File: config.mk
export PLATFORM = sky130hd
export DESIGN_NAME = battery_thermal_charge_controller_core
export DESIGN_NICKNAME = d
export VERILOG_FILES = /design/src/hw/rtl/btcc_pkg.sv /design/src/hw/rtl/btcc_cfg.sv /design/src/hw/rtl/btcc_zone.sv /design/src/hw/rtl/btcc_ctrl.sv /design/src/hw/rtl/battery_thermal_charge_controller_core.sv
export VERILOG_INCLUDE_DIRS = /design/src /design/src/hw/rtl
export SDC_FILE = /design/constraint.sdc
export NUM_CORES = 1
export LEC_CHECK = 0
export BUFFER_PORTS_ARGS = -buffer_cell sky130_fd_sc_hd__buf_2
export CORE_ASPECT_RATIO = 0.75
export CORE_MARGIN = 2
export CORE_UTILIZATION = 35
export CTS_CLUSTER_DIAMETER = 200
export DETAILED_ROUTE_END_ITERATION = 6
export PLACE_DENSITY_LB_ADDON = 0.12
export SYNTH_ARGS = -nofsm -noshare
export SYNTH_HDL_FRONTEND = slang
export SYNTH_SLANG_ARGS = --single-unit
File: constraint.sdc
create_clock -name aclk -period 4.2 [get_ports aclk]
set_clock_uncertainty 0.05 [all_clocks]
set_input_delay 0.42 -clock aclk [delete_from_list [all_inputs] [get_ports aclk]]
set_output_delay 0.42 -clock aclk [all_outputs]
set_load 0.1 [all_outputs]
File: src/hw/rtl/battery_thermal_charge_controller_core_macros.svh
// ----------------------------------------------------------------------------
// Assertion macros
// Shared concurrent assertion wrappers for the charge controller RTL.
// ----------------------------------------------------------------------------
`ifndef BATTERY_THERMAL_CHARGE_CONTROLLER_CORE_MACROS_SVH
`define BATTERY_THERMAL_CHARGE_CONTROLLER_CORE_MACROS_SVH

// Checked on every rising edge of aclk, ignored while reset is held.
`define BTCC_ASSERT(label, prop, msg) \
    label: assert property (@(posedge aclk) disable iff (!aresetn) prop) else $error(msg);

// Checked on every rising edge of aclk, reset included.
`define BTCC_ASSERT_RST(label, prop, msg) \
    label: assert property (@(posedge aclk) prop) else $error(msg);

`endif

File: src/hw/rtl/btcc_pkg.sv
// ----------------------------------------------------------------------------
// btcc_pkg
// Types and constants shared by the charge controller modules.
// ----------------------------------------------------------------------------
package btcc_pkg;

    // Configuration register indexes
    localparam logic [2:0] CFG_COLD_BOUND     = 3'd0;
    localparam logic [2:0] CFG_COOL_BOUND     = 3'd1;
    localparam logic [2:0] CFG_NORMAL_BOUND   = 3'd2;
    localparam logic [2:0] CFG_WARM_BOUND     = 3'd3;
    localparam logic [2:0] CFG_HOT_BOUND      = 3'd4;
    localparam logic [2:0] CFG_OVERHEAT_BOUND = 3'd5;
    localparam logic [2:0] CFG_VOLT_THRESH    = 3'd6;
    localparam logic [2:0] CFG_REDUCED_CUR    = 3'd7;

    // Configuration reset values
    localparam logic signed [11:0] COLD_BOUND_RST     = -12'sd101;
    localparam logic signed [11:0] COOL_BOUND_RST     = -12'sd50;
    localparam logic signed [11:0] NORMAL_BOUND_RST   = 12'sd430;
    localparam logic signed [11:0] WARM_BOUND_RST     = 12'sd450;
    localparam logic signed [11:0] HOT_BOUND_RST      = 12'sd520;
    localparam logic signed [11:0] OVERHEAT_BOUND_RST = 12'sd550;
    localparam logic [22:0]        VOLT_THRESH_RST    = 23'd4000000;
    localparam logic [11:0]        REDUCED_CUR_RST    = 12'd450;

    // Temperature zones, coldest first
    localparam logic [2:0] ZONE_COLD     = 3'd0;
    localparam logic [2:0] ZONE_COOL     = 3'd1;
    localparam logic [2:0] ZONE_NORMAL   = 3'd2;
    localparam logic [2:0] ZONE_WARM     = 3'd3;
    localparam logic [2:0] ZONE_HOT      = 3'd4;
    localparam logic [2:0] ZONE_HIGH     = 3'd5;
    localparam logic [2:0] ZONE_OVERHEAT = 3'd6;

    // Transition codes
    localparam logic [2:0] TRANS_NONE           = 3'd0;
    localparam logic [2:0] TRANS_NORMAL_STOP    = 3'd1;
    localparam logic [2:0] TRANS_NORMAL_REDUCED = 3'd2;
    localparam logic [2:0] TRANS_REDUCED_STOP   = 3'd3;
    localparam logic [2:0] TRANS_REDUCED_NORMAL = 3'd4;
    localparam logic [2:0] TRANS_STOP_NORMAL    = 3'd5;
    localparam logic [2:0] TRANS_STOP_REDUCED   = 3'd6;

    // Health codes
    localparam logic [1:0] HEALTH_GOOD     = 2'd0;
    localparam logic [1:0] HEALTH_OVERHEAT = 2'd1;
    localparam logic [1:0] HEALTH_COLD     = 2'd2;

    // Output charge mode codes
    localparam logic [1:0] MODE_CODE_NORMAL  = 2'd0;
    localparam logic [1:0] MODE_CODE_REDUCED = 2'd1;
    localparam logic [1:0] MODE_CODE_STOP    = 2'd2;

    typedef enum logic [2:0] {
        MODE_NORMAL  = 3'b001,
        MODE_REDUCED = 3'b010,
        MODE_STOP    = 3'b100
    } mode_t;

    typedef struct packed {
        logic [5:0][11:0] bound;       // two's complement, index = register index
        logic [22:0]      volt_thresh;
        logic [11:0]      reduced_cur;
    } cfg_t;

    typedef struct packed {
        logic [1:0]  charge_mode;
        logic [2:0]  transition;
        logic        update_req;
        logic        disable_charge;
        logic [11:0] charge_current;
        logic [1:0]  health;
        logic        pseudo_indication;
    } result_t;

    function automatic logic [1:0] mode_code(input mode_t mode);
        logic [1:0] code;
        unique case (mode)
            MODE_NORMAL:  code = MODE_CODE_NORMAL;
            MODE_REDUCED: code = MODE_CODE_REDUCED;
            MODE_STOP:    code = MODE_CODE_STOP;
            default:      code = MODE_CODE_NORMAL;
        endcase
        return code;
    endfunction

endpackage

File: src/hw/rtl/btcc_cfg.sv
// ----------------------------------------------------------------------------
// btcc_cfg
// Configuration register file, write only.
// ----------------------------------------------------------------------------
module btcc_cfg (
    input  logic          aclk,
    input  logic          aresetn,
    input  logic          cfg_we,
    input  logic [2:0]    cfg_index,
    input  logic [22:0]   cfg_wdata,
    output btcc_pkg::cfg_t cfg
);
    import btcc_pkg::*;

    cfg_t cfg_reg;

    always_ff @(posedge aclk) begin
        if (!aresetn) begin
            cfg_reg.bound[0]    <= COLD_BOUND_RST;
            cfg_reg.bound[1]    <= COOL_BOUND_RST;
            cfg_reg.bound[2]    <= NORMAL_BOUND_RST;
            cfg_reg.bound[3]    <= WARM_BOUND_RST;
            cfg_reg.bound[4]    <= HOT_BOUND_RST;
            cfg_reg.bound[5]    <= OVERHEAT_BOUND_RST;
            cfg_reg.volt_thresh <= VOLT_THRESH_RST;
            cfg_reg.reduced_cur <= REDUCED_CUR_RST;
        end else if (cfg_we) begin
            unique case (cfg_index)
                CFG_COLD_BOUND:     cfg_reg.bound[0]    <= cfg_wdata[11:0];
                CFG_COOL_BOUND:     cfg_reg.bound[1]    <= cfg_wdata[11:0];
                CFG_NORMAL_BOUND:   cfg_reg.bound[2]    <= cfg_wdata[11:0];
                CFG_WARM_BOUND:     cfg_reg.bound[3]    <= cfg_wdata[11:0];
                CFG_HOT_BOUND:      cfg_reg.bound[4]    <= cfg_wdata[11:0];
                CFG_OVERHEAT_BOUND: cfg_reg.bound[5]    <= cfg_wdata[11:0];
                CFG_VOLT_THRESH:    cfg_reg.volt_thresh <= cfg_wdata;
                CFG_REDUCED_CUR:    cfg_reg.reduced_cur <= cfg_wdata[11:0];
                default: ;
            endcase
        end
    end

    assign cfg = cfg_reg;

endmodule

File: src/hw/rtl/btcc_zone.sv
// ----------------------------------------------------------------------------
// btcc_zone
// Sorts a temperature into one of seven zones against six bounds.
// ----------------------------------------------------------------------------
module btcc_zone (
    input  logic signed [11:0]  temperature,
    input  logic [5:0][11:0]    bound,
    output logic [2:0]          zone
);
    import btcc_pkg::*;

    logic [5:0] above;

    always_comb begin
        for (int k = 0; k < 6; k++) begin
            above[k] = temperature > $signed(bound[k]);
        end
    end

    // Top-down priority; with unordered bounds the first hit from the top wins
    always_comb begin
        if (above[5])      zone = ZONE_OVERHEAT;
        else if (above[4]) zone = ZONE_HIGH;
        else if (above[3]) zone = ZONE_HOT;
        else if (above[2]) zone = ZONE_WARM;
        else if (above[1]) zone = ZONE_NORMAL;
        else if (above[0]) zone = ZONE_COOL;
        else               zone = ZONE_COLD;
    end

endmodule

File: src/hw/rtl/btcc_ctrl.sv
// ----------------------------------------------------------------------------
// btcc_ctrl
// Charge mode state machine, current clamp and change tracking.
// ----------------------------------------------------------------------------
module btcc_ctrl #(
    parameter int DEFAULT_CURRENT = 1000
) (
    input  logic              aclk,
    input  logic              aresetn,
    input  logic              advance,
    input  logic              charger_present,
    input  logic [2:0]        zone,
    input  logic [22:0]       voltage,
    input  logic [11:0]       thermal_limit,
    input  logic [11:0]       max_current,
    input  btcc_pkg::cfg_t    cfg,
    output btcc_pkg::result_t result
);
    import btcc_pkg::*;

    localparam logic [11:0] STOP_CURRENT = 12'(DEFAULT_CURRENT);

    logic        last_charger_reg;
    mode_t       mode_reg, mode_next;
    logic        pseudo_reg, pseudo_next;
    logic [11:0] last_current_reg, current_next;

    logic        attach;
    mode_t       mode_start;
    logic        extreme;
    logic [2:0]  trans;

    always_comb begin
        attach     = charger_present && !last_charger_reg;
        mode_start = attach ? MODE_NORMAL : mode_reg;
        extreme    = (zone == ZONE_COLD) || (zone == ZONE_OVERHEAT);

        mode_next   = mode_start;
        pseudo_next = pseudo_reg;
        trans       = TRANS_NONE;

        unique case (mode_start)
            MODE_NORMAL: begin
                if (extreme) begin
                    trans       = TRANS_NORMAL_STOP;
                    pseudo_next = 1'b0;
                    mode_next   = MODE_STOP;
                end else if (zone >= ZONE_HOT) begin
                    if (voltage >= cfg.volt_thresh) begin
                        trans     = TRANS_NORMAL_STOP;
                        mode_next = MODE_STOP;
                    end else begin
                        trans     = TRANS_NORMAL_REDUCED;
                        mode_next = MODE_REDUCED;
                    end
                    pseudo_next = 1'b1;
                end
            end
            MODE_REDUCED: begin
                if (extreme) begin
                    trans       = TRANS_REDUCED_STOP;
                    pseudo_next = 1'b0;
                    mode_next   = MODE_STOP;
                end else if (zone < ZONE_WARM) begin
                    trans       = TRANS_REDUCED_NORMAL;
                    pseudo_next = 1'b1;
                    mode_next   = MODE_NORMAL;
                end else if (voltage > cfg.volt_thresh) begin
                    trans       = TRANS_REDUCED_STOP;
                    pseudo_next = 1'b1;
                    mode_next   = MODE_STOP;
                end
            end
            MODE_STOP: begin
                if (extreme) begin
                    pseudo_next = 1'b0;
                end else if (zone == ZONE_NORMAL) begin
                    trans       = TRANS_STOP_NORMAL;
                    pseudo_next = 1'b1;
                    mode_next   = MODE_NORMAL;
                end else if (zone == ZONE_WARM || zone == ZONE_HOT) begin
                    if (voltage < cfg.volt_thresh) begin
                        trans     = TRANS_STOP_REDUCED;
                        mode_next = MODE_REDUCED;
                    end
                    pseudo_next = 1'b1;
                end
            end
            default: ;
        endcase

        unique case (mode_next)
            MODE_NORMAL:
                current_next = (thermal_limit <= max_current) ? thermal_limit : max_current;
            MODE_REDUCED:
                current_next = (thermal_limit <= cfg.reduced_cur) ? thermal_limit
                                                                  : cfg.reduced_cur;
            default:
                current_next = STOP_CURRENT;
        endcase

        result.charge_mode       = mode_code(mode_next);
        result.transition        = trans;
        result.update_req        = attach || (last_current_reg != current_next);
        result.disable_charge    = (mode_next == MODE_STOP);
        result.charge_current    = current_next;
        result.health            = (zone == ZONE_OVERHEAT) ? HEALTH_OVERHEAT :
                                   ((zone == ZONE_COLD) ? HEALTH_COLD : HEALTH_GOOD);
        result.pseudo_indication = pseudo_next;
    end

    always_ff @(posedge aclk) begin
        if (!aresetn) begin
            last_charger_reg <= 1'b0;
            mode_reg         <= MODE_NORMAL;
            pseudo_reg       <= 1'b0;
            last_current_reg <= 12'd0;
        end else if (advance) begin
            last_charger_reg <= charger_present;
            mode_reg         <= mode_next;
            pseudo_reg       <= pseudo_next;
            last_current_reg <= current_next;
        end
    end

endmodule

File: src/hw/rtl/battery_thermal_charge_controller_core.sv
// ----------------------------------------------------------------------------
// battery_thermal_charge_controller_core
// Battery thermal charge controller: zones, charge mode FSM, current clamp.
// Pipeline: a sample passes through the input register and then the result
//   register before its result transaction is offered on m_tdata.
// Throughput: 1 sample per cycle while m_tready stays high; the mode state
//   updates in the single compute stage between the two registers.
// Reset: synchronous active-low aresetn clears both stage valids, the controller
//   state and restores all configuration registers to their defaults.
// ----------------------------------------------------------------------------
module battery_thermal_charge_controller_core #(
    parameter int DEFAULT_CURRENT = 1000
) (
    input  logic        aclk,
    input  logic        aresetn,

    // Configuration write port
    input  logic        cfg_we,
    input  logic [2:0]  cfg_index,
    input  logic [22:0] cfg_wdata,

    // Sample input
    input  logic        s_tvalid,
    output logic        s_tready,
    // [0] charger_present, [12:1] temperature, [35:13] voltage,
    // [47:36] thermal_limit, [59:48] max_current, [63:60] unused
    input  logic [63:0] s_tdata,

    // Result output
    output logic        m_tvalid,
    input  logic        m_tready,
    // [1:0] charge_mode, [4:2] transition, [5] update_req,
    // [6] disable_charge, [18:7] charge_current, [20:19] health,
    // [21] pseudo_indication, [23:22] zero
    output logic [23:0] m_tdata
);
    import btcc_pkg::*;

    `include "battery_thermal_charge_controller_core_macros.svh"

    localparam logic [11:0] STOP_CURRENT = 12'(DEFAULT_CURRENT);

    // ------------------------------------------------------------------
    // Configuration
    // ------------------------------------------------------------------
    cfg_t cfg;

    btcc_cfg u_cfg (
        .aclk      (aclk),
        .aresetn   (aresetn),
        .cfg_we    (cfg_we),
        .cfg_index (cfg_index),
        .cfg_wdata (cfg_wdata),
        .cfg       (cfg)
    );

    // ------------------------------------------------------------------
    // Stage handshake. The result register loads when empty or being
    // drained; the input register then hands its sample forward, and can
    // take a new transaction in the same cycle.
    // ------------------------------------------------------------------
    logic        in_valid_reg, in_valid_next;
    logic        out_valid_reg, out_valid_next;
    logic        out_open;
    logic        advance;
    logic        s_fire;

    assign out_open = !out_valid_reg || m_tready;
    assign advance  = in_valid_reg && out_open;
    assign s_tready = !in_valid_reg || out_open;
    assign s_fire   = s_tvalid && s_tready;

    always_comb begin
        if (s_fire)       in_valid_next = 1'b1;
        else if (advance) in_valid_next = 1'b0;
        else              in_valid_next = in_valid_reg;

        if (advance)       out_valid_next = 1'b1;
        else if (m_tready) out_valid_next = 1'b0;
        else               out_valid_next = out_valid_reg;
    end

    always_ff @(posedge aclk) begin
        if (!aresetn) begin
            in_valid_reg  <= 1'b0;
            out_valid_reg <= 1'b0;
        end else begin
            in_valid_reg  <= in_valid_next;
            out_valid_reg <= out_valid_next;
        end
    end

    // ------------------------------------------------------------------
    // Input register (payload only, no reset)
    // ------------------------------------------------------------------
    logic               charger_reg;
    logic signed [11:0] temperature_reg;
    logic [22:0]        voltage_reg;
    logic [11:0]        thermal_limit_reg;
    logic [11:0]        max_current_reg;

    always_ff @(posedge aclk) begin
        if (s_fire) begin
            charger_reg       <= s_tdata[0];
            temperature_reg   <= s_tdata[12:1];
            voltage_reg       <= s_tdata[35:13];
            thermal_limit_reg <= s_tdata[47:36];
            max_current_reg   <= s_tdata[59:48];
        end
    end

    // ------------------------------------------------------------------
    // Compute stage: zone sort feeding the mode FSM. FSM state commits
    // only when the sample moves into the result register.
    // ------------------------------------------------------------------
    logic [2:0] zone;
    result_t    result;

    btcc_zone u_zone (
        .temperature (temperature_reg),
        .bound       (cfg.bound),
        .zone        (zone)
    );

    btcc_ctrl #(
        .DEFAULT_CURRENT (DEFAULT_CURRENT)
    ) u_ctrl (
        .aclk            (aclk),
        .aresetn         (aresetn),
        .advance         (advance),
        .charger_present (charger_reg),
        .zone            (zone),
        .voltage         (voltage_reg),
        .thermal_limit   (thermal_limit_reg),
        .max_current     (max_current_reg),
        .cfg             (cfg),
        .result          (result)
    );

    // ------------------------------------------------------------------
    // Result register
    // ------------------------------------------------------------------
    result_t result_reg;

    always_ff @(posedge aclk) begin
        if (advance) begin
            result_reg <= result;
        end
    end

    assign m_tvalid = out_valid_reg;
    assign m_tdata  = {2'b00,
                       result_reg.pseudo_indication,
                       result_reg.health,
                       result_reg.charge_current,
                       result_reg.disable_charge,
                       result_reg.update_req,
                       result_reg.transition,
                       result_reg.charge_mode};

    // ------------------------------------------------------------------
    // Assertions
    // ------------------------------------------------------------------
    `BTCC_ASSERT_RST(a_reset_empties, !aresetn |=> !in_valid_reg && !out_valid_reg, "stage valid after reset")
    `BTCC_ASSERT(a_ready_when_empty, !out_valid_reg |-> s_tready, "input stalled with empty result stage")
    `BTCC_ASSERT(a_disable_matches_mode, out_valid_reg |-> result_reg.disable_charge == (result_reg.charge_mode == MODE_CODE_STOP), "disable_charge disagrees with mode")
    `BTCC_ASSERT(a_extreme_stops, out_valid_reg && result_reg.health != HEALTH_GOOD |-> result_reg.charge_mode == MODE_CODE_STOP && !result_reg.pseudo_indication, "extreme temperature without stop")
    `BTCC_ASSERT(a_stop_current, out_valid_reg && result_reg.disable_charge |-> result_reg.charge_current == STOP_CURRENT, "stopped mode current not default")

endmodule
# After elaboration in Yosys (flattened, before gate mapping)
# Cells that the tools add are included.
[totals]
ff_bits = 208
latch_bits = 0
mem_bits_rw = 0
romBits = 0
inputBits = 95
out_inout_bits = 26
wordCells = 127
mem_count = 0
[op_classes]
n_addsub = 0
multipliers = 0
div_mod_pow = 0
order_cmp = 13
n_eq_ne = 18
shift = 0
muxes = 47
bitwise = 0
n_reduce_logical = 23
[ops]
columns = ["cell", "count"]
rows = [
  ["12-bit > comparator", 6],
  ["3-bit 2-to-1 mux", 24],
  ["3-bit == test (second input constant)", 8],
  ["12-bit <= comparator", 2],
  ["12-bit 2-to-1 mux", 2],
  ["12-bit one-hot mux with 2 select lines", 1],
  ["23-bit greater-or-equal comparator", 1],
  ["23-bit > comparator", 1],
  ["23-bit < comparator", 1],
  ["3-bit by 2-bit == test with 1-bit output (second input constant)", 6],
  ["3-bit one-hot mux with 3 select lines", 2],
  ["2-bit AND reduction", 8],
  ["1-bit 2-to-1 mux", 13],
  ["12-bit != test", 1],
  ["3-bit by 1-bit == test with 1-bit output (second input constant)", 3],
  ["3-bit logical NOT", 2],
  ["2-bit 2-to-1 mux", 3],
  ["1-bit logical OR", 5],
  ["2-bit one-hot mux with 2 select lines", 1],
  ["2-bit nonzero test", 2],
  ["3-bit greater-or-equal comparator (second input constant)", 1],
  ["1-bit logical AND", 3],
  ["1-bit logical NOT", 3],
  ["3-bit by 2-bit < comparator with 1-bit output (second input constant)", 1],
  ["1-bit one-hot mux with 3 select lines", 1],
]

# Longest topological paths before layout
[logic_depth]
ltp_word = 17
mapped_depth = 17
depth_no_buf = 14

# By module
# From an unflattened synthesis, not the netlist that was laid out.
[hier_totals]
hier_cells = 1142
area_unflattened_um2 = 11627.4
[modules_own_cells]
columns = ["mod", "instances", "cells_each", "area_per_inst_um2", "seq_area_each_um2"]
rows = [
  ["btcc_cfg", 1, 403, 4255.3, 2142.1],
  ["btcc_ctrl", 1, 386, 2862.7, 340.3],
  ["battery_thermal_charge_controller_core", 1, 94, 2585.0, 2502.4],
  ["btcc_zone", 1, 259, 1924.3, 0.0],
]

# Worst setup path after synthesis
# No wires, ideal clock.
[synth_timing]
path_kind = "reg2reg"
startpoint = "register temperature_reg[8]"
endpoint = "register result_reg (netlist bit m_tdata[5]), data pin"
setup_time_ps = 272
arrival_time_ps = 3796
t_required_ps = 3878
slack_ps = 82
stages_incl_launch_ff = 15
n_path_buf = 2
synth_period_minus_slack_ps = 4118
path_cell_list = "edfxtp_1 > ha_1 > a21o_1 > a2111oi_2 > a221oi_2 > or2_1 > buf_4 > a22oi_1 > or3b_1 > clkbuf_1 > nor3_2 > a211o_1 > xnor2_1 > nand4_1 > or4_1"
[synth_lines]
columns = ["element", "line_no", "source"]
rows = [
  ["start, declared", "battery_thermal_charge_controller_core.sv:97", "logic signed [11:0] temperature_reg;"],
  ["start signal, assigned", "battery_thermal_charge_controller_core.sv:105", "temperature_reg <= s_tdata[12:1];"],
  ["end signal, assigned", "battery_thermal_charge_controller_core.sv:147", "result_reg <= result;"],
  ["end, declared", "battery_thermal_charge_controller_core.sv:143", "result_t result_reg;"],
]

==> results.yml <==
timing:
  maxSlewHeadroom_pct: 14.51
  rsz0062_at_grt: "true"
  finalCritPeriodShare_pct: 105.6
  period_needed_ps: 4434
  finalHoldViolCount: 0
  worst_slew_pin_slew_ps: 1278
  worst_slack_ps: -234.2
  slew_viol_final: 0
  finalSetupTns_ps: -234.2
  setup_violations: 1
  fmax_ghz: 0.2255
drt:
  vias: 9337
  drtPass1Iterations: 5
  vias_per_cell: 4.940
  wl_per_cell_um: 17.25
  drc_errors: 0
  routed_wl_um: 32610
  drt_iter0_drc: 594
  drtAntennaViolNets: 0
critical_path:
  path_cells: "buf_4 -> buf_4 -> ha_1 -> a21o_1 -> a2111oi_4 -> a221oi_2 -> or2_4 -> buf_4 -> o31ai_4 -> o32ai_2 -> or3_4 -> a211o_4 -> xnor2_2 -> nand4_1 -> or4_1"
  ff2ff_setup_slack_ps: -230
  reg2regPathDepth: 15
  cp-endpoint: "m_tdata[5]"
  arrival_ps: 4640
  required_ps: 4400
  critical_path.max_stage_delay_ps: 550
  critPathCaptureType: "register"
  critPathBufInv: 3
  r2r-start: "temperature_reg[8]"
  crit_cells: 15
  critPathLaunchType: "register"
  path_max_fanout: 6
  cp_slowest_cell: "or4_1"
  r2r-end: "m_tdata[5]"
  crit_top_cell: "buf_4"
  criticalPathCategory: "reg -> reg"
  crit_start: "temperature_reg[8]"
  crit_family: "simple AND/OR/NAND/NOR gates"
clock_network:
  cts_buffer_depth: 3
  clk_pin_slew_ps: 60
  cts.sink_count: 208
  h-tree-depth: 1
  clock_latency_ps: 550
  cts_buffers: 24
  cts_tree: "done"
  root_buffer: "clkbuf_16"
synth:
  avgSynthCellArea_um2: 9.454
  ys_seq_area_share_pct: 44.16
  ys_ff_latch: 208
  synth.distinct_cells: 72
  synth_top_area_share_pct: 22.35
  synth_edf_count: 82
  yosysTopAreaCell: "dfxtp_1"
  ys_warn_count: 0
  async_flop_share_pct: 0
  synth.area.top_cells: "dfxtp_1, edfxtp_1, ha_1"
  syn-cell-area_mm2: 0.01129
  syn_inst: 1194
  synth-main-ff-cell: "dfxtp_1"
final_layout:
  drive_gt1_share_pct: 24.12
  fin_util_pct: 47.19
  layout-area-overhead-vs-synth_pct: 31.81
  nets: 1680
  instances_no_fill: 1890
  design_area_mm2: 0.01488
  largest_reg_flops: 107
  diodes: 0
job:
  cap_violations: 0
global_routing:
  grt_pass1_vias: 9153
  grt_pass1_wl_um: 51890
  antenna_found_initial: 0
  overflow: 0
  grt_max_degree: 58
  grt_usage_pct: 19.51
place:
  io_buffers: 114
  dp_hpwl_um: 23200
  globalplace.congestion: 0.8570
  place_area_mm2: 0.01293
  dp.cells: 1765
floorplan:
  fp.dieW_um: 211.4
  dieArea_mm2: 0.03372
  start_util_pct: 35.80
  core-area_mm2: 0.03153
  die_y_um: 159.5
  placementRows: 56
  pin_count: 121
power_and_ir_drop:
  power.density_mw_per_mm2: 379.2
  peakVddDrop_v: 0.0002606
  p_leak_nw: 6.257
  finalPower_mw: 5.642
worst_hold_path:
  worstHoldPathType: "in -> reg"
run_status:
  violations: "setup timing"
  status: "complete, but fails checks"
==> worst reg2reg max path, delay by kind of cell, from the launching register on <==
family / cells / cell delay [ps]
AND/OR/NAND/NOR: 4 / 1400
buffers and inverters: 3 / 470
adder cells (fa/ha/maj): 1 / 280
XOR/XNOR: 1 / 140
flip-flops: 1 / 470
AO/OA/AOI/OAI: 6 / 1360
==> worst min path at each step <==
stage	startpoint	endpoint	slack [ps]	cells past startpoint
CTS	s_tdata[36]	thermal_limit_reg[0]	2	1
floorplan	u_ctrl.pseudo_reg	u_ctrl.pseudo_reg	390	2
global placement	u_cfg.cfg[82]	u_cfg.cfg[82]	400	2
detailed placement	u_cfg.cfg[98]	u_cfg.cfg[98]	410	2
finish	s_tdata[36]	thermal_limit_reg[0]	30	1
global route	s_tdata[36]	thermal_limit_reg[0]	7	1
==> power by group <==
part / leakage, nW / switching, mW / internal, mW / total [mW]
Clock: 0.422 / 0.892 / 1.49 / 2.38
Sequential: 1.81 / 0.0467 / 2.20 / 2.25
Combinational: 4.02 / 0.586 / 0.430 / 1.02
==> timing repair <==
action,in CTS,in global routing
pin swaps,21,15
hold buffers,51,0
hold endpoints to repair,51,0
gates cloned,1,0
setup buffers,22,7
endpoints found under the setup margin,1,2
resized for setup,44,11
==> cell usage in the layout, fill, tap and decap left out, types with 20 or more instances in the layout <==
| cell | Yosys | layout |
|---|---|---|
| dlygate4sd3_1 | 0 | 51 |
| o211ai_1 | 54 | 54 |
| a21boi_0 | 70 | 70 |
| nand4_1 | 20 | 20 |
| clkbuf_16 | 0 | 24 |
| edfxtp_1 | 82 | 82 |
| nor2_1 | 39 | 38 |
| ha_1 | 119 | 118 |
| dfxtp_1 | 126 | 126 |
| inv_1 | 127 | 126 |
| nand2_1 | 213 | 212 |
| buf_2 | 3 | 113 |
| a21oi_1 | 47 | 42 |
| buf_4 | 4 | 133 |
==> stage by stage <==
stage	hold WS, ps	worst slack, ps
global placement	400.3	-354.3
global route	7.166	-314.0
CTS	2.251	-119.8
detailed placement	409.0	-347.2
finish	28.46	-234.2
floorplan	393.2	82.33
==> synth_stat cells (4+ instances only) <==
master      n
or2_2       5
clkbuf_2   12
buf_4       4
edfxtp_1   82
mux2_2      9
a21boi_0   70
dfxtp_1   126
mux2i_1    12
clkbuf_1   35
a21o_1     11
and4_1      4
nor4_1     11
o211ai_1   54
o22ai_1    10
nand3_1    18
ha_1      119
and2_1      4
or3_1       4
o21ai_0    19
nand4_1    20
nand2_1   213
inv_1     127
a211oi_1    8
a22oi_1     4
nor3_1     13
o21a_1      5
o211a_1     6
nor2_1     39
nand2b_1   14
a21oi_1    47
o31ai_1     4
xnor2_1     9
a211o_1     7
nor2b_1    15
==> layer usage <==
| layer | wire [um] | global-route usage (%) |
|---|---|---|
| met4 | 432 | 2.977 |
| met2 | 13380 | 28.63 |
| met5 | 0 | 0 |
| met3 | 1390 | 2.821 |
| met1 | 17400 | 30.49 |
==> area by class of cell <==
| class | instances | area (um2) |
|---|---|---|
| fillers | 3015 | 16650 |
| multi-input cells | 805 | 5907 |
| flip-flops and latches | 208 | 4985 |
| repair buffers | 300 | 2108 |
| clock buffers | 28 | 615.6 |
| well taps | 406 | 508.0 |
| inverters | 127 | 476.7 |
| clock inverters | 16 | 279.0 |
==> cells by family after synthesis <==
kind of cell	count (synthesis)	share of synthesized area, %
and+or+nand+nor	379	15.77
xor gates and xnor gates	9	0.6983
other	1	0.03322
muxes	21	1.962
DFF	208	44.16
AOI/OAI and AO/OA	274	17.73
buffers and inverters	183	6.451
adders and majority gates	119	13.19
Power figures use the tool's default switching activity.
